--- src/design/pta_pkg.sv ---
// Shared types and constants for the PWM timer and channel allocator.
// No dependencies; every other design file imports this package.
`timescale 1ns / 1ps
package pta_pkg;

  localparam int TIMER_COUNT    = 4;
  localparam int CHANNEL_COUNT  = 8;
  localparam int MAX_TIMER_BITS = 20;

  localparam int TIDX_W  = 2;   // timer index
  localparam int CH_W    = 3;   // channel index
  localparam int CT_W    = 3;   // channel binding code, 0 unbound, t+1 bound
  localparam int FREQ_W  = 27;
  localparam int CLK_W   = 28;
  localparam int DUTY_W  = 16;
  localparam int RES_W   = 5;
  localparam int CNT_W   = 36;  // scaled duty width
  localparam int USER_W  = 8;   // user count, saturates at all ones
  localparam int SHIFT_W = 48;  // frequency shifted by up to MAX_TIMER_BITS+1
  localparam int DIVC_W  = 6;   // divider step counter
  localparam int PADDR_W = 5;

  typedef enum logic [1:0] {
    MODE_CLAIM    = 2'd0,
    MODE_SET_FREQ = 2'd1,
    MODE_SET_DUTY = 2'd2,
    MODE_RELEASE  = 2'd3
  } mode_t;

  typedef enum logic [2:0] {
    REG_CHANNEL_MASK = 3'd0,
    REG_TIMER_MASK   = 3'd1,
    REG_DEFAULT_FREQ = 3'd2,
    REG_SOURCE_CLOCK = 3'd3,
    REG_DUTY_FULL    = 3'd4
  } reg_idx_t;

  typedef enum logic [3:0] {
    ST_IDLE,
    ST_CLAIM,
    ST_EVAL,
    ST_RES,
    ST_WRITE,
    ST_INC,
    ST_DROP,
    ST_OK,
    ST_FINAL,
    ST_DIV,
    ST_OUT
  } state_t;

  typedef struct packed {
    logic [CHANNEL_COUNT-1:0] channel_mask;
    logic [TIMER_COUNT-1:0]   timer_mask;
    logic [FREQ_W-1:0]        default_frequency;
    logic [CLK_W-1:0]         source_clock;
    logic [DUTY_W-1:0]        duty_full;
  } cfg_t;

  typedef struct packed {
    logic load;
    logic claim;
    logic release_ch;
    logic drop_rel;
    logic drop_sf;
    logic write_duty;
    logic sel_match;
    logic sel_own;
    logic sel_free;
    logic fail;
    logic res_step;
    logic write_timer;
    logic inc_user;
    logic final_load;
    logic div_step;
  } cmd_t;

  typedef struct packed {
    mode_t mode;
    logic  own_vld;
    logic  own_freq_match;
    logic  own_single;
    logic  own_saved;
    logic  match_found;
    logic  free_found;
    logic  retune;
    logic  res_stop;
    logic  bound;
    logic  div_last;
  } sts_t;

endpackage

--- src/design/pta_ctrl.sv ---
// Sequencing state machine of the allocator.
// Depends on pta_pkg; drives pta_dpath through cmd_t and reads sts_t.
`timescale 1ns / 1ps
module pta_ctrl (
  input  logic           clk,
  input  logic           rst,
  input  logic           in_valid,
  output logic           in_ready,
  output logic           out_valid,
  input  logic           out_ready,
  input  pta_pkg::sts_t  sts,
  output pta_pkg::cmd_t  cmd
);
  import pta_pkg::*;

  state_t state, state_next;

  always_ff @(posedge clk) begin
    if (rst) begin
      state <= ST_IDLE;
    end else begin
      state <= state_next;
    end
  end

  always_comb begin
    cmd        = '0;
    state_next = state;
    in_ready   = (state == ST_IDLE);
    out_valid  = (state == ST_OUT);
    unique case (state)
      ST_IDLE: begin
        if (in_valid) begin
          cmd.load   = 1'b1;
          state_next = ST_EVAL;
        end
      end
      ST_CLAIM: begin
        cmd.claim  = 1'b1;
        state_next = ST_FINAL;
      end
      ST_EVAL: begin
        state_next = ST_FINAL;
        if (sts.mode == MODE_CLAIM) begin
          state_next = ST_CLAIM;
        end else if (sts.mode == MODE_RELEASE) begin
          cmd.drop_rel   = sts.own_vld;
          cmd.release_ch = 1'b1;
        end else if (sts.mode == MODE_SET_DUTY && sts.own_vld) begin
          cmd.write_duty = 1'b1;
        end else if (sts.own_vld && sts.own_freq_match) begin
          // Already on a timer of that frequency: nothing changes.
          state_next = ST_OK;
        end else if (sts.match_found) begin
          cmd.sel_match = 1'b1;
          state_next    = ST_INC;
        end else if (sts.own_vld && sts.own_single) begin
          cmd.sel_own = 1'b1;
          state_next  = ST_RES;
        end else if (sts.free_found) begin
          cmd.sel_free = 1'b1;
          state_next   = ST_RES;
        end else begin
          cmd.fail = 1'b1;
        end
      end
      ST_RES: begin
        if (sts.res_stop) begin
          state_next = ST_WRITE;
        end else begin
          cmd.res_step = 1'b1;
        end
      end
      ST_WRITE: begin
        cmd.write_timer = 1'b1;
        state_next      = sts.retune ? ST_OK : ST_INC;
      end
      ST_INC: begin
        cmd.inc_user = 1'b1;
        state_next   = sts.own_saved ? ST_DROP : ST_OK;
      end
      ST_DROP: begin
        cmd.drop_sf = 1'b1;
        state_next  = ST_OK;
      end
      ST_OK: begin
        cmd.write_duty = (sts.mode == MODE_SET_DUTY);
        state_next     = ST_FINAL;
      end
      ST_FINAL: begin
        cmd.final_load = 1'b1;
        state_next     = sts.bound ? ST_DIV : ST_OUT;
      end
      ST_DIV: begin
        cmd.div_step = 1'b1;
        if (sts.div_last) begin
          state_next = ST_OUT;
        end
      end
      ST_OUT: begin
        if (out_ready) begin
          state_next = ST_IDLE;
        end
      end
      default: state_next = ST_IDLE;
    endcase
  end

endmodule

--- src/design/pta_dpath.sv ---
// Datapath of the allocator: channel and timer records, timer searches,
// resolution loop, rounding divider and result registers. Depends on pta_pkg.
`timescale 1ns / 1ps
module pta_dpath (
  input  logic                           clk,
  input  logic                           rst,
  input  pta_pkg::cfg_t                  cfg,
  input  pta_pkg::cmd_t                  cmd,
  input  logic [1:0]                     in_mode,
  input  logic [pta_pkg::CH_W-1:0]       in_channel,
  input  logic [pta_pkg::FREQ_W-1:0]     in_freq,
  input  logic [pta_pkg::DUTY_W-1:0]     in_duty,
  output pta_pkg::sts_t                  sts,
  output logic                           o_status,
  output logic [pta_pkg::CH_W-1:0]       o_channel,
  output logic                           o_bound,
  output logic [pta_pkg::TIDX_W-1:0]     o_timer,
  output logic [pta_pkg::RES_W-1:0]      o_res,
  output logic [pta_pkg::CNT_W-1:0]      o_counts,
  output logic [pta_pkg::FREQ_W-1:0]     o_tfreq
);
  import pta_pkg::*;

  logic [CHANNEL_COUNT-1:0] taken;
  logic [CT_W-1:0]          ch_timer [CHANNEL_COUNT];
  logic [DUTY_W-1:0]        ch_duty  [CHANNEL_COUNT];
  logic [FREQ_W-1:0]        t_freq   [TIMER_COUNT];
  logic [RES_W-1:0]         t_bits   [TIMER_COUNT];
  logic [USER_W-1:0]        t_users  [TIMER_COUNT];

  mode_t              req_mode;
  logic [CH_W-1:0]    req_chan;
  logic [FREQ_W-1:0]  req_freq;
  logic [DUTY_W-1:0]  req_duty;
  logic [TIDX_W-1:0]  tgt, own_q;
  logic               own_q_vld, retune;
  logic [RES_W-1:0]   res_b;
  logic [SHIFT_W-1:0] res_sh;
  logic [DUTY_W-1:0]  div_d;
  logic [DUTY_W-1:0]  rem;
  logic [DIVC_W-1:0]  div_cnt;

  logic [CT_W-1:0]    own_code;
  logic               own_vld;
  logic [TIDX_W-1:0]  own_idx;
  logic               match_found, free_found, claim_found;
  logic [TIDX_W-1:0]  match_idx, free_idx;
  logic [CH_W-1:0]    claim_idx;
  logic [TIDX_W-1:0]  drop_idx;
  logic [DUTY_W:0]    trial;
  logic               ge;
  logic [DUTY_W-1:0]  full_eff;
  logic               fin_bound;
  logic [RES_W-1:0]   fin_bits;

  assign own_code = ch_timer[req_chan];
  assign own_vld  = (own_code != '0) && (own_code <= CT_W'(TIMER_COUNT));
  assign own_idx  = TIDX_W'(own_code - CT_W'(1));

  always_comb begin
    match_found = 1'b0;
    match_idx   = '0;
    free_found  = 1'b0;
    free_idx    = '0;
    for (int t = TIMER_COUNT - 1; t >= 0; t--) begin
      if (cfg.timer_mask[t] && t_users[t] != '0 && t_freq[t] == req_freq) begin
        match_found = 1'b1;
        match_idx   = TIDX_W'(t);
      end
      if (cfg.timer_mask[t] && t_users[t] == '0) begin
        free_found = 1'b1;
        free_idx   = TIDX_W'(t);
      end
    end
  end

  always_comb begin
    claim_found = 1'b0;
    claim_idx   = '0;
    for (int k = CHANNEL_COUNT - 1; k >= 0; k--) begin
      if (cfg.channel_mask[k] && !taken[k]) begin
        claim_found = 1'b1;
        claim_idx   = CH_W'(k);
      end
    end
  end

  assign drop_idx  = cmd.drop_sf ? own_q : own_idx;
  assign trial     = {rem, o_counts[CNT_W-1]};
  assign ge        = trial >= {1'b0, div_d};
  assign full_eff  = (cfg.duty_full == '0) ? DUTY_W'(1) : cfg.duty_full;
  assign fin_bound = own_vld && (req_mode != MODE_CLAIM);
  assign fin_bits  = t_bits[own_idx];

  always_comb begin
    sts                = '0;
    sts.mode           = req_mode;
    sts.own_vld        = own_vld;
    sts.own_freq_match = (t_freq[own_idx] == req_freq);
    sts.own_single     = (t_users[own_idx] == USER_W'(1));
    sts.own_saved      = own_q_vld;
    sts.match_found    = match_found;
    sts.free_found     = free_found;
    sts.retune         = retune;
    sts.res_stop       = (res_b == RES_W'(MAX_TIMER_BITS)) ||
                         (res_sh > SHIFT_W'(cfg.source_clock));
    sts.bound          = fin_bound;
    sts.div_last       = (div_cnt == DIVC_W'(CNT_W - 1));
  end

  // Channel records. Binding and duty have no reset; claim writes both.
  always_ff @(posedge clk) begin
    if (rst) begin
      taken <= '0;
    end else begin
      if (cmd.claim && claim_found) begin
        taken[claim_idx] <= 1'b1;
      end
      if (cmd.release_ch) begin
        taken[req_chan] <= 1'b0;
      end
    end
  end

  always_ff @(posedge clk) begin
    if (cmd.claim && claim_found) begin
      ch_timer[claim_idx] <= '0;
      ch_duty[claim_idx]  <= '0;
    end
    if (cmd.release_ch) begin
      ch_timer[req_chan] <= '0;
    end
    if (cmd.inc_user) begin
      ch_timer[req_chan] <= CT_W'(tgt) + CT_W'(1);
    end
    if (cmd.write_duty) begin
      ch_duty[req_chan] <= req_duty;
    end
  end

  // Timer records. A drop saturates at zero and frees the timer there.
  always_ff @(posedge clk) begin
    if (rst) begin
      for (int t = 0; t < TIMER_COUNT; t++) begin
        t_freq[t]  <= '0;
        t_bits[t]  <= '0;
        t_users[t] <= '0;
      end
    end else begin
      for (int t = 0; t < TIMER_COUNT; t++) begin
        if (cmd.write_timer && tgt == TIDX_W'(t)) begin
          t_freq[t] <= req_freq;
          t_bits[t] <= res_b;
        end
        if (cmd.inc_user && tgt == TIDX_W'(t) && t_users[t] != '1) begin
          t_users[t] <= t_users[t] + USER_W'(1);
        end
        if ((cmd.drop_sf || cmd.drop_rel) && drop_idx == TIDX_W'(t)) begin
          if (t_users[t] != '0) begin
            t_users[t] <= t_users[t] - USER_W'(1);
          end
          if (t_users[t] <= USER_W'(1)) begin
            t_freq[t] <= '0;
          end
        end
      end
    end
  end

  // Request, search results and the iterative units.
  always_ff @(posedge clk) begin
    if (cmd.load) begin
      req_mode <= mode_t'(in_mode);
      req_chan <= in_channel;
      req_freq <= (mode_t'(in_mode) == MODE_SET_DUTY) ? cfg.default_frequency : in_freq;
      req_duty <= in_duty;
      o_status <= 1'b0;
    end
    if (cmd.claim) begin
      req_chan <= claim_idx;
      o_status <= !claim_found;
    end
    if (cmd.fail) begin
      o_status <= 1'b1;
    end
    if (cmd.sel_match || cmd.sel_own || cmd.sel_free) begin
      own_q     <= own_idx;
      own_q_vld <= own_vld;
      retune    <= cmd.sel_own;
      res_b     <= '0;
      res_sh    <= SHIFT_W'({req_freq, 1'b0});
    end
    if (cmd.sel_match) tgt <= match_idx;
    if (cmd.sel_own)   tgt <= own_idx;
    if (cmd.sel_free)  tgt <= free_idx;
    if (cmd.res_step) begin
      res_b  <= res_b + RES_W'(1);
      res_sh <= {res_sh[SHIFT_W-2:0], 1'b0};
    end
    if (cmd.final_load) begin
      o_channel <= req_chan;
      o_bound   <= fin_bound;
      o_timer   <= fin_bound ? own_idx : '0;
      o_res     <= fin_bound ? fin_bits : '0;
      o_tfreq   <= fin_bound ? t_freq[own_idx] : '0;
      o_counts  <= fin_bound ? ((CNT_W'(ch_duty[req_chan]) << fin_bits) +
                               CNT_W'(full_eff >> 1)) : '0;
      div_d     <= full_eff;
      rem       <= '0;
      div_cnt   <= '0;
    end
    if (cmd.div_step) begin
      // Restoring division: the dividend shifts out as the quotient shifts in.
      rem      <= ge ? DUTY_W'(trial - {1'b0, div_d}) : trial[DUTY_W-1:0];
      o_counts <= {o_counts[CNT_W-2:0], ge};
      div_cnt  <= div_cnt + DIVC_W'(1);
    end
  end

endmodule

--- src/design/pwm_timer_channel_allocator_unit.sv ---
// Top level of the PWM channel and timer allocator: stream ports, APB register
// file and the pta_ctrl / pta_dpath pair. Depends on pta_pkg.
`timescale 1ns / 1ps
//
//  Channel   Direction  Handshake          Contents
//  s_*       in         s_tvalid/s_tready  one request transaction
//  m_*       out        m_tvalid/m_tready  one result transaction per request
//  APB       in/out     psel/penable       five configuration registers
//
// One request is handled at a time; s_tready is high only while idle.
// A claim goes through the claim state, and any other unbound result goes
// straight to the output register; a bound result first runs the bit-serial
// rounding divider. A set-frequency may add timer bookkeeping and a resolution
// search before the result is formed.
// A stalled result holds in the output register until m_tready is seen.
// Reset is synchronous; the timer table and claimed bits clear at once.
module pwm_timer_channel_allocator_unit (
  input  logic        clk,
  input  logic        rst,
  input  logic        s_tvalid,
  output logic        s_tready,
  // mode[1:0], channel[4:2], frequency[31:5], duty[47:32]
  input  logic [47:0] s_tdata,
  output logic        m_tvalid,
  input  logic        m_tready,
  // status[0], granted_channel[3:1], bound[4], timer_index[6:5],
  // resolution[11:7], duty_counts[47:12], timer_frequency[74:48], zero[79:75]
  output logic [79:0] m_tdata,
  input  logic        psel,
  input  logic        penable,
  input  logic        pwrite,
  input  logic [pta_pkg::PADDR_W-1:0] paddr,
  input  logic [31:0] pwdata,
  output logic [31:0] prdata,
  output logic        pready
);
  import pta_pkg::*;

  cfg_t cfg;
  cmd_t cmd;
  sts_t sts;
  reg_idx_t reg_sel;

  logic                o_status, o_bound;
  logic [CH_W-1:0]     o_channel;
  logic [TIDX_W-1:0]   o_timer;
  logic [RES_W-1:0]    o_res;
  logic [CNT_W-1:0]    o_counts;
  logic [FREQ_W-1:0]   o_tfreq;

  // Registers sit at word addresses; the two low address bits are ignored.
  assign pready  = 1'b1;
  assign reg_sel = reg_idx_t'(paddr[PADDR_W-1:2]);

  always_ff @(posedge clk) begin
    if (rst) begin
      cfg.channel_mask      <= '1;
      cfg.timer_mask        <= '1;
      cfg.default_frequency <= FREQ_W'(5000);
      cfg.source_clock      <= CLK_W'(80000000);
      cfg.duty_full         <= DUTY_W'(65535);
    end else if (psel && penable && pwrite) begin
      unique case (reg_sel)
        REG_CHANNEL_MASK: cfg.channel_mask      <= pwdata[CHANNEL_COUNT-1:0];
        REG_TIMER_MASK:   cfg.timer_mask        <= pwdata[TIMER_COUNT-1:0];
        REG_DEFAULT_FREQ: cfg.default_frequency <= pwdata[FREQ_W-1:0];
        REG_SOURCE_CLOCK: cfg.source_clock      <= pwdata[CLK_W-1:0];
        REG_DUTY_FULL:    cfg.duty_full         <= pwdata[DUTY_W-1:0];
        default: ;
      endcase
    end
  end

  always_comb begin
    unique case (reg_sel)
      REG_CHANNEL_MASK: prdata = 32'(cfg.channel_mask);
      REG_TIMER_MASK:   prdata = 32'(cfg.timer_mask);
      REG_DEFAULT_FREQ: prdata = 32'(cfg.default_frequency);
      REG_SOURCE_CLOCK: prdata = 32'(cfg.source_clock);
      REG_DUTY_FULL:    prdata = 32'(cfg.duty_full);
      default:          prdata = '0;
    endcase
  end

  pta_ctrl u_ctrl (
    .clk       (clk),
    .rst       (rst),
    .in_valid  (s_tvalid),
    .in_ready  (s_tready),
    .out_valid (m_tvalid),
    .out_ready (m_tready),
    .sts       (sts),
    .cmd       (cmd)
  );

  pta_dpath u_dpath (
    .clk        (clk),
    .rst        (rst),
    .cfg        (cfg),
    .cmd        (cmd),
    .in_mode    (s_tdata[1:0]),
    .in_channel (s_tdata[4:2]),
    .in_freq    (s_tdata[31:5]),
    .in_duty    (s_tdata[47:32]),
    .sts        (sts),
    .o_status   (o_status),
    .o_channel  (o_channel),
    .o_bound    (o_bound),
    .o_timer    (o_timer),
    .o_res      (o_res),
    .o_counts   (o_counts),
    .o_tfreq    (o_tfreq)
  );

  assign m_tdata = {5'b0, o_tfreq, o_counts, o_res, o_timer, o_bound, o_channel, o_status};

  // Only one request is ever in flight.
  a_one_in_flight: assert property (@(posedge clk) disable iff (rst)
    s_tready |-> !m_tvalid) else $error("request accepted while a result is pending");

  // An unbound result carries no timer, resolution, counts or frequency.
  a_unbound_zero: assert property (@(posedge clk) disable iff (rst)
    (m_tvalid && !m_tdata[4]) |-> (m_tdata[79:5] == '0))
    else $error("unbound result carries timer data");

  // Resolution never exceeds the timer's maximum.
  a_res_range: assert property (@(posedge clk) disable iff (rst)
    m_tvalid |-> (m_tdata[11:7] <= RES_W'(MAX_TIMER_BITS)))
    else $error("resolution out of range");

  // A divider that runs to completion always leads on to a shown bound result.
  a_div_done: assert property (@(posedge clk) disable iff (rst)
    (cmd.div_step && sts.div_last) |=> m_tvalid)
    else $error("divider finished without presenting a result");

endmodule

--- config.mk ---
export PLATFORM = sky130hd
export DESIGN_NAME = pwm_timer_channel_allocator_unit
export DESIGN_NICKNAME = d
export VERILOG_FILES = /design/src/design/pta_pkg.sv /design/src/design/pta_ctrl.sv /design/src/design/pta_dpath.sv /design/src/design/pwm_timer_channel_allocator_unit.sv
export SDC_FILE = /design/constraint.sdc
export NUM_CORES = 1
export LEC_CHECK = 0
export BUFFER_PORTS_ARGS = -buffer_cell sky130_fd_sc_hd__buf_4
export CORE_MARGIN = 2
export CORE_UTILIZATION = 45
export CTS_CLUSTER_DIAMETER = 50
export DETAILED_ROUTE_END_ITERATION = 6
export HOLD_SLACK_MARGIN = 0.08
export SETUP_SLACK_MARGIN = 0.3
export SLEW_MARGIN = 15
export SYNTH_ARGS = -nofsm -noshare
export SYNTH_HDL_FRONTEND = slang
export SYNTH_HIERARCHICAL = 1
export SYNTH_SLANG_ARGS = --single-unit
--- constraint.sdc ---
create_clock -name clk -period 13.07 [get_ports clk]
set_input_delay 0 -clock clk [delete_from_list [all_inputs] [get_ports clk]]
set_output_delay 0 -clock clk [all_outputs]
set_load 0.005 [all_outputs]
==> summary by stage, run 1 <==
Timing
The post-route fraction of the period consumed by the critical path is between 60% and 70%. In the final timing run, aggregate negative setup slack is 0 ns. The clock period minus worst slack is 8.62 ns. The count of final hold-check violations is 0. The final worst-path setup slack is 4.45 ns.

Across all hold checks on the routed design, the worst slack comes to 0.101 ns. The final setup violation count is 0. The final worst clock skew is just over 0.05 ns. The worst max-slew margin expressed relative to the limit is between 10% and 20%. Setup repair after global routing left no endpoint under its margin. The fmax is 0.116 GHz. At the pin with the least slew margin, the transition time is ~1.2 ns.

The number of pins exceeding their max-slew limit in the final report is 0.

Worst setup path
The data arrival time of the critical path is 8.92 ns. STA classifies the critical path startpoint as a flop. Broken down by cell family, the worst path's largest delay share belongs to simple AND/OR/NAND/NOR gates.

The largest stage delay on the critical path is around 0.96 ns. The critical path required time is 13.37 ns. Walking the worst path, the cells encountered are buf_4, mux4_1, mux2_4, buf_4, inv_1, ha_1, inv_2, buf_4, mux4_2, xor2_1, nor4_1, nand4_1, nor4_1, o21ai_1, and3_1, or3_1, or2_2, buf_4.

The category of the most critical setup path is reg -> reg. The cell type of the slowest stage on the worst timing path is sky130_fd_sc_hd__nor4_1. Counting both buffers and inverters, the worst setup path holds a total of 6.

The critical path endpoint category is a flop. In this design, the critical path's most frequently occurring cell is sky130_fd_sc_hd__buf_4. The largest driver fanout on the critical path is 52.

Logic synthesis
The share of the synthesized area in the top cell type is 46.2%. In the post-synthesis netlist, the cell with the most instances is sky130_fd_sc_hd__edfxtp_1. The per-instance average area after synthesis is roughly 12 um^2. The synthesized-area fraction occupied by xor and xnor cells is about 4.6%. The simple logic cell fraction of the synthesized area is between 15 and 20%. After Yosys synthesis, full adders, half adders and majority gates account for 2.95% of the synthesized area. Synthesis handed over a netlist of 2989 instances. The compound-cell area share of the yosys netlist is ~7.6%. The Yosys step of the flow raised 6 warnings. In the synthesized netlist the async set-or-reset flop fraction comes to 0%.

After synthesis, the cell types taking the most area are sky130_fd_sc_hd__edfxtp_1 (46%), sky130_fd_sc_hd__dfxtp_1 (5.7%), sky130_fd_sc_hd__mux4_2 (4.6%). By count the netlist is led by sky130_fd_sc_hd__edfxtp_1 (530), sky130_fd_sc_hd__nor2_1 (233), sky130_fd_sc_hd__and2_1 (171). The mux share of post-synthesis cell area is a little under an eighth. In this run the cell area of the synthesized design comes to 34500 um^2.

After synthesis, the netlist uses 103 different library cells. The primary flip-flop cell chosen by synthesis mapping is sky130_fd_sc_hd__edfxtp_1. The main combinational cell family by area after synthesis is simple AND/OR/NAND/NOR gates. The register bit count reported by yosys is 629. Of all cell types, the one taking the most synthesized area is sky130_fd_sc_hd__edfxtp_1.

The count of flip-flops with a built-in enable after synthesis is 530. The register area share after synthesis is 51.9%.

Finish
The growth of design area from synthesis to finish is 17.6%. For this run, the share of the core covered by cells in the final layout is 53.4%. The number of filler cells placed in the layout is 6429.

The register area is 17900 um^2. Of the cells placed in the final design, the portion with a size suffix greater than 1 is 17.6%. The filler-free cell count of the finished design is 4295. Summing all multi-input logic gate instances after layout gives 15300 um^2. The total number of nets in the final design is between 3000 and 4000.

Floorplan
The floorplan step set the die height to 281 um. The core region is about 76000 um^2. The overall die area is between 70000 and 80000 um^2. For this configuration, the core starts out at a cell density of around 45%. The width of the chip is ~280 um. 207 I/O pins were placed. The floorplan has 101 rows.

Detailed routing
Using the TritonRoute via totals, the vias-per-cell ratio works out to 5.75. The first routing iteration left 2156 violations. For this run, design rule violations remaining after detail routing come to 0. In the final routed layout, each cell accounts on average for 23.1 um. The final layout contains routed wiring with a total length of just under 100 mm. The detail route stage leaves a number of antenna-violating nets equal to 0. The detailed-routing iteration count for the pre-antenna-repair pass is 6. Summing over every cut layer, the via total after detailed routing is around 25000.

Clock tree
For this design, the sink count on the clock tree is roughly 630. The number of gates resized after cts is 0. For the worst-skew pair, the clock arrives at the later sink with an insertion delay of 0.65 ns. Clock-pin slew was measured on the worst setup and hold paths at roughly 0.06 ns. TritonCTS built the clock tree. The H-tree depth reported by CTS is 3. The clock passes through at most 3 buffers. The number of buffers inserted during clock tree synthesis is 84. The buffer cell driving the clock tree root is sky130_fd_sc_hd__clkbuf_16.

Global routing
For this run, the total global-route usage over all layers was measured as around a quarter. The global-route congestion overflow total is 0. The pin count of the biggest net entering global routing is 130. The via count of the first global-routing pass is 24700. The number of antenna violations at the first check in global routing is 1. The wire length of the first global-routing pass is 149 mm.

Placement
The post-place setup slack is 4.59 ns. Buffers placed on the I/O ports in this run total 190. The number of cells in the design after placement is roughly 4000. The last weighted congestion value of the routability-driven placer is 0.873. The HPWL after detailed placement is roughly 68 mm.

Power and ir drop
The maximum resistive drop on vdd is 0.000143 V. In this run the static leakage power is 15.1 nW. Dividing total power by cell area gives a power density of between 150 and 200 nW/um^2.

Outcome
The run finished with clean final reports.

Hold path
The tightest min-delay check is of the in -> reg type.

Run
Across the run, the number of max-cap violations was 0.
## sequential cells by signal (all words and copies together), names as in the netlist, 27 cells and up, named ones only
signal	cells
u_dpath/ch_duty	128
cfg	83
u_dpath/res_sh	47
u_dpath/o_tfreq	27
u_dpath/t_freq	108
u_dpath/t_users	32
u_dpath/o_counts	36
u_dpath/req_freq	27
## cell usage in the layout (no fill, tap or decap), types with 85 or more instances in the layout
master                          instances
sky130_fd_sc_hd__nor2_1               231
sky130_fd_sc_hd__xnor2_1              120
sky130_fd_sc_hd__and3_1               167
sky130_fd_sc_hd__nand2_1              145
sky130_fd_sc_hd__clkbuf_16             85
sky130_fd_sc_hd__dfxtp_1               98
sky130_fd_sc_hd__dlygate4sd3_1        104
sky130_fd_sc_hd__edfxtp_1             530
sky130_fd_sc_hd__and2_1               171
sky130_fd_sc_hd__inv_1                105
sky130_fd_sc_hd__nand2b_1              89
sky130_fd_sc_hd__mux2i_1              148
sky130_fd_sc_hd__buf_4                222
## area by class of cell
type	count	area share, %
multi-input cells	2043	37.7
clock inverters	54	1.76
flip-flops and latches	629	44.1
repair buffers	326	6.68
well taps	1030	3.18
clock buffers	104	5.57
inverters	108	1.00
diodes	1	0.00617
## cells by family (layout without fill, tap and decap cells)
group / Yosys count / in the layout
adder cells (fa/ha/maj): 80 / 80
buffers and inverters: 325 / 592
other: 2 / 11
multiplexers: 304 / 304
AND/OR/NAND/NOR: 1076 / 1076
XOR/XNOR: 183 / 183
flip-flops: 629 / 629
AO/OA/AOI/OAI: 390 / 390
## worst paths after layout
path	start	end	slack, ns	cells after the start
worst max register to register	flop	u_dpath/res_sh[27]	4.45	18
worst max-delay path	flop	u_dpath/res_sh[27]	4.45	18
worst min-delay path	s_tdata[43]	u_dpath/req_duty[11]	0.10	2
worst min register to register	u_dpath/taken[3]	u_dpath/taken[3]	0.48	2
## power breakdown
group / total [W] / internal (W) / switching [W] / leakage [nW]
sequential: 0.00267 / 0.00245 / 0.000225 / 5.55
clock: 0.00240 / 0.00144 / 0.000957 / 1.41
combinational: 0.00300 / 0.00119 / 0.00181 / 8.15
total: 0.00807 / 0.00508 / 0.00299 / 15.1
## routing by layer
metal  up-vias  GRT usage, %  part of all wire, %
met1     12300          33.6                   44
met4         0          7.09                  2.2
li1      11400             -                    -
met5         -             0                    0
met2       906          41.6                   48
met3       140          3.90                  6.6
## repair_timing
item,4_1_cts,5_1_grt
hold endpoints to repair,138,0
hold buffers,104,0
setup buffers,0,0
setup endpoints to repair,0,0
## metrics by stage
| step | total power (W) | area [um^2] |
|---|---|---|
| floorplan | 0.00478 | 34500 |
| global placement | 0.00561 | 36500 |
| detailed placement | 0.00566 | 36500 |
| CTS | 0.00809 | 40500 |
| global route | 0.00846 | 40600 |
| finish | 0.00807 | 40600 |
(Power assumes the default switching activity.)
==> run 2, diff against run 1 <==
--- a/config.mk
+++ b/config.mk
@@ -5,6 +5,7 @@
 export SDC_FILE = /design/constraint.sdc
 export NUM_CORES = 1
 export LEC_CHECK = 0
+export ABC_AREA = 1
 export BUFFER_PORTS_ARGS = -buffer_cell sky130_fd_sc_hd__buf_4
 export CORE_MARGIN = 2
 export CORE_UTILIZATION = 45
==> constraint.sdc (replaced) <==
create_clock -name clk -period 9 [get_ports clk]
set_input_delay 0 -clock clk [delete_from_list [all_inputs] [get_ports clk]]
set_output_delay 0 -clock clk [all_outputs]
set_load 0.005 [all_outputs]
==> run 2 against run 1 <==
- non-clock buffer count is 6 higher
- sequential share of layout area is 0.59 points higher
- final cell count increased by 21%
- sequential cell count unchanged
- clock power increased by 38%
- worst setup slack worse by 2.7 ns
- critical endpoint is now u_dpath/o_counts[23]
- wire length up 8.1%
- synthesized cell count up 31%
- area after synthesis down 1.1%
- combinational power rose to 3.0 times the previous value
==> summary by stage, run 2 <==
Logic synthesis
The count of mapped cells out of synthesis came to 3928 (was 2989). The simple logic cell fraction of the synthesized area is 25.1% (was 17.0%). The count of yosys warnings during synthesis is 6 (unchanged).

The compound-cell area share of the yosys netlist was 8.76% (was 7.56%). The per-instance average area after synthesis is 8.69 um^2 (was 11.5 um^2). The synthesized-area fraction occupied by xor and xnor cells is 2.59% (was 4.65%).

The register area share after synthesis came to 52.5% (was 51.9%). The share of the synthesized area in the top cell type was 46.7% (was 46.2%). The library cell with the highest instance count after synthesis was sky130_fd_sc_hd__nand2_1 (was sky130_fd_sc_hd__edfxtp_1). The proportion of register bits with asynchronous set or reset after synthesis is 0% (unchanged). The total standard cell area after synthesis came to 34100 um^2 (was 34500 um^2).

The unique cell type count in the Yosys netlist was 71 (was 103). Leading cell types by total area after synthesis: sky130_fd_sc_hd__edfxtp_1 (47%), sky130_fd_sc_hd__nand2_1 (10%), sky130_fd_sc_hd__nor2_1 (6.3%) (was sky130_fd_sc_hd__edfxtp_1 (46%), sky130_fd_sc_hd__dfxtp_1 (5.7%), sky130_fd_sc_hd__mux4_2 (4.6%)). The post-synthesis cell type with the largest combined area is sky130_fd_sc_hd__edfxtp_1 (unchanged). The main combinational cell family by area after synthesis is simple AND/OR/NAND/NOR gates (unchanged). The adder-cell area share of the yosys netlist is 2.98% (was 2.95%). The count of flip-flops with a built-in enable after synthesis is 530 (unchanged). The primary flip-flop cell chosen by synthesis mapping is sky130_fd_sc_hd__edfxtp_1 (unchanged). The register bit count reported by yosys is 629 (unchanged). Ranking of synthesized cells by instance count: sky130_fd_sc_hd__nand2_1 (905), sky130_fd_sc_hd__nor2_1 (577), sky130_fd_sc_hd__edfxtp_1 (530) (was sky130_fd_sc_hd__edfxtp_1 (530), sky130_fd_sc_hd__nor2_1 (233), sky130_fd_sc_hd__and2_1 (171)). The mux share of post-synthesis cell area came to 0.891% (was 11.8%).

Timing
Setup repair after global routing missed its margin: false (unchanged). The count of final hold-check violations is 0 (unchanged). The post-route fraction of the period consumed by the critical path is 80.0% (was 66.0%).

The final worst clock skew is 0.0368 ns (was 0.0513 ns). The accumulated negative setup slack is 0 ns (unchanged). The slew at the pin with the worst max-slew slack came to 1.15 ns (was 1.21 ns). The clock period minus worst slack is 7.20 ns (was 8.62 ns). The number of pins exceeding their max-slew limit in the final report is 0 (unchanged). The worst max-slew margin expressed relative to the limit is 23.5% (was 19.4%). The fmax is 0.139 GHz (was 0.116 GHz).

The final setup violation count is 0 (unchanged). The final-layout worst hold slack was 0.104 ns (was 0.101 ns).

Finish
The growth of design area from synthesis to finish is 17.3% (was 17.6%). The flip-flop count of the largest register, all copies and words added was 128 (unchanged). Largest registers: u_dpath/ch_duty (128), u_dpath/t_freq (108), cfg (83) (unchanged). The most flop-heavy register is u_dpath/ch_duty (unchanged). The total number of nets in the final design is 4330 (was 3364). The number of filler cells placed in the layout is 6888 (was 6429).

The register area was 17900 um^2 (unchanged). The utilization after layout is 53.6% (was 53.4%). The area used by multi-input combinational logic is 13800 um^2 (was 15300 um^2).

Highest-count cells in the layout ignoring fill and taps: sky130_fd_sc_hd__nand2_1 (905), sky130_fd_sc_hd__nor2_1 (575), sky130_fd_sc_hd__edfxtp_1 (530) (was sky130_fd_sc_hd__edfxtp_1 (530), sky130_fd_sc_hd__nor2_1 (231), sky130_fd_sc_hd__buf_4 (222)). The commonest non-fill, non-tap cell in the layout is sky130_fd_sc_hd__nand2_1 (was sky130_fd_sc_hd__edfxtp_1). The share of layout cells above drive strength 1 is 12.2% (was 17.6%).

Worst setup path
The cell type of the slowest stage on the worst timing path is sky130_fd_sc_hd__inv_2 (was sky130_fd_sc_hd__nor4_1). The worst setup slack for register-to-register paths came to 1.80 ns (was 4.45 ns). The kind of start point of the critical path was a flop (unchanged).

The cell type with the highest occurrence count on the critical path is sky130_fd_sc_hd__nand3_1 (was sky130_fd_sc_hd__buf_4). The largest stage delay on the critical path came to 0.73 ns (was 0.96 ns). The number of cell instances on the worst register-to-register path was 27 (was 18). The category of the most critical setup path is reg -> reg (unchanged). The largest driver fanout on the critical path is 46 (was 52). The critical path endpoint category is a flop (unchanged). The endpoint of the most critical register-to-register path is u_dpath/o_counts[23] (was u_dpath/res_sh[27]). The critical path required time came to 9.36 ns (was 13.37 ns).

The data arrival time of the critical path is 7.56 ns (was 8.92 ns).

Global routing
The aggregate global-route resource usage is 27.3% (was 24.9%). The pin count of the biggest net entering global routing is 84 (was 130). The number of antenna violations at the first check in global routing is 2 (was 1).

The wire length of the first global-routing pass is 163 mm (was 149 mm). The global-route congestion overflow total is 0 (unchanged). The via count of the first global-routing pass is 27000 (was 24700).

Hold path
The hold path startpoint was s_tdata[41] (was s_tdata[43]). The hold-critical path endpoint was u_dpath/req_duty[9] (was u_dpath/req_duty[11]). The worst hold path stage count is 2 (unchanged).

The worst hold-check path type is in -> reg (unchanged).

Detailed routing
The total vias in the final route is 28700 (was 24700). The number of violations reported at the end of detailed-routing iteration 0 was 2914 (was 2156). The average wire length per cell after detail routing came to 20.6 um (was 23.1 um). The number of remaining DRC errors is 0 (unchanged). The antenna violation net count after detailed routing is 0 (unchanged). The total wirelength of the detailed-routed design is 107 mm (was 99.3 mm). The vias per cell is 5.52 (was 5.75). The detailed-routing iteration count for the pre-antenna-repair pass is 5 (was 6).

Placement
The port buffer count is 190 (unchanged). The half-perimeter wire length of the detailed placement result is 74.6 mm (was 68.4 mm). The last weighted congestion value of the routability-driven placer is 0.961 (was 0.873).

Floorplan
The overall die area was 78000 um^2 (was 78800 um^2). The count of pins on the block boundary was 207 (unchanged). The area of the core was 74700 um^2 (was 75900 um^2). The width of the chip is 279 um (was 281 um). The initial core utilization came to 45.7% (was 45.4%). The die boundary height was 279 um (was 281 um).

The number of placement rows is 100 (was 101).

Power and ir drop
The power per standard cell area is 407 nW/um^2 (was 199 nW/um^2). The leakage component of the power was 16.6 nW (was 15.1 nW). The maximum resistive drop on vdd was 0.000521 V (was 0.000143 V).

Clock tree
The clock network latency to the later pin of the worst-skew pair is 0.64 ns (was 0.65 ns). The number of hold-repair buffers added at the cts stage came to 108 (was 104). The clock input transition at the sequential cells of the worst setup and hold paths is 0.06 ns (about the same).

The CTS tree is done (unchanged). The buffer cell driving the clock tree root is sky130_fd_sc_hd__clkbuf_16 (unchanged). The number of buffers inserted during clock tree synthesis is 84 (unchanged). The number of sinks handled by clock tree synthesis is 629 (unchanged). The number of setup buffers added after CTS is 0 (unchanged). The H-tree depth reported by CTS is 3 (unchanged).

The maximum count of clock buffers along a single path is 3 (unchanged). The number of gates resized after cts came to 0 (unchanged).

Outcome
Result of the run: finished clean (unchanged).

Run
The number of max-cap violations is 0 (unchanged).
## run 2: layout make-up
type                       count  share of cell area, %
clock inverter                49                   1.08
multi-input combinational   2719                   34.6
clock buffer                 108                   5.96
sequential                   629                   44.7
antenna                        2                 0.0125
inverter                     392                   3.68
timing repair buffer         332                   6.95
tap                          969                   3.03
## run 2: metal layers
layer  vias up  routed length (um)  global-route usage (%)
met5         -                  10                       0
met4         2                3450                    9.08
met3       200                8600                    5.14
met2      1117               48400                    43.1
met1     13700               46900                    37.8
li1      13700                   -                       -
## run 2: power by group
group          leakage [nW]  switching [W]  internal (W)
Clock                  1.39        0.00136       0.00197
Sequential             5.62       0.000293       0.00373
Combinational          9.60        0.00619       0.00275
## run 2: kinds of logic after synthesis
group | count (synthesis)
AO/OA/AOI/OAI | 503
XOR/XNOR | 101
adder cells (fa/ha/maj) | 80
buffers and inverters | 588
flip-flops | 629
multiplexers | 27
other | 2
AND/OR/NAND/NOR | 1998
## run 2: worst max-delay path by stage
| stage | cells past startpoint | slack (ns) | endpoint | from |
|---|---|---|---|---|
| finish | 27 | 1.80 | u_dpath/o_counts[23] | flop |
| global route | 27 | 1.15 | u_dpath/o_counts[23] | flop |
| CTS | 27 | 1.89 | u_dpath/o_counts[23] | flop |
| detailed placement | 27 | 1.94 | u_dpath/o_counts[23] | flop |
| global placement | 27 | 1.96 | u_dpath/o_counts[23] | flop |
| floorplan | 21 | 2.99 | u_dpath/res_b[0] | flop |
## run 2: worst max-delay path: cells and delay by family, from the launching register on
kind,cells,cell delay [ns]
compound gates,10,2.06
buf+inv,5,2.13
flops,1,0.30
simple gates,10,1.67
fa+ha+maj,2,0.75
## run 2: per-stage QoR
step / cell area (um^2) / setup slack [ns] / total power, W / std cells
2_1_floorplan: 34100 / 2.99 / 0.0105 / 3936
5_1_grt: 40000 / 1.15 / 0.0174 / 5199
4_1_cts: 40000 / 1.89 / 0.0162 / 5197
6_report: 40000 / 1.80 / 0.0163 / 5200
3_5_place_dp: 36100 / 1.94 / 0.0128 / 4932
3_3_place_gp: 36100 / 1.96 / 0.0128 / 4932
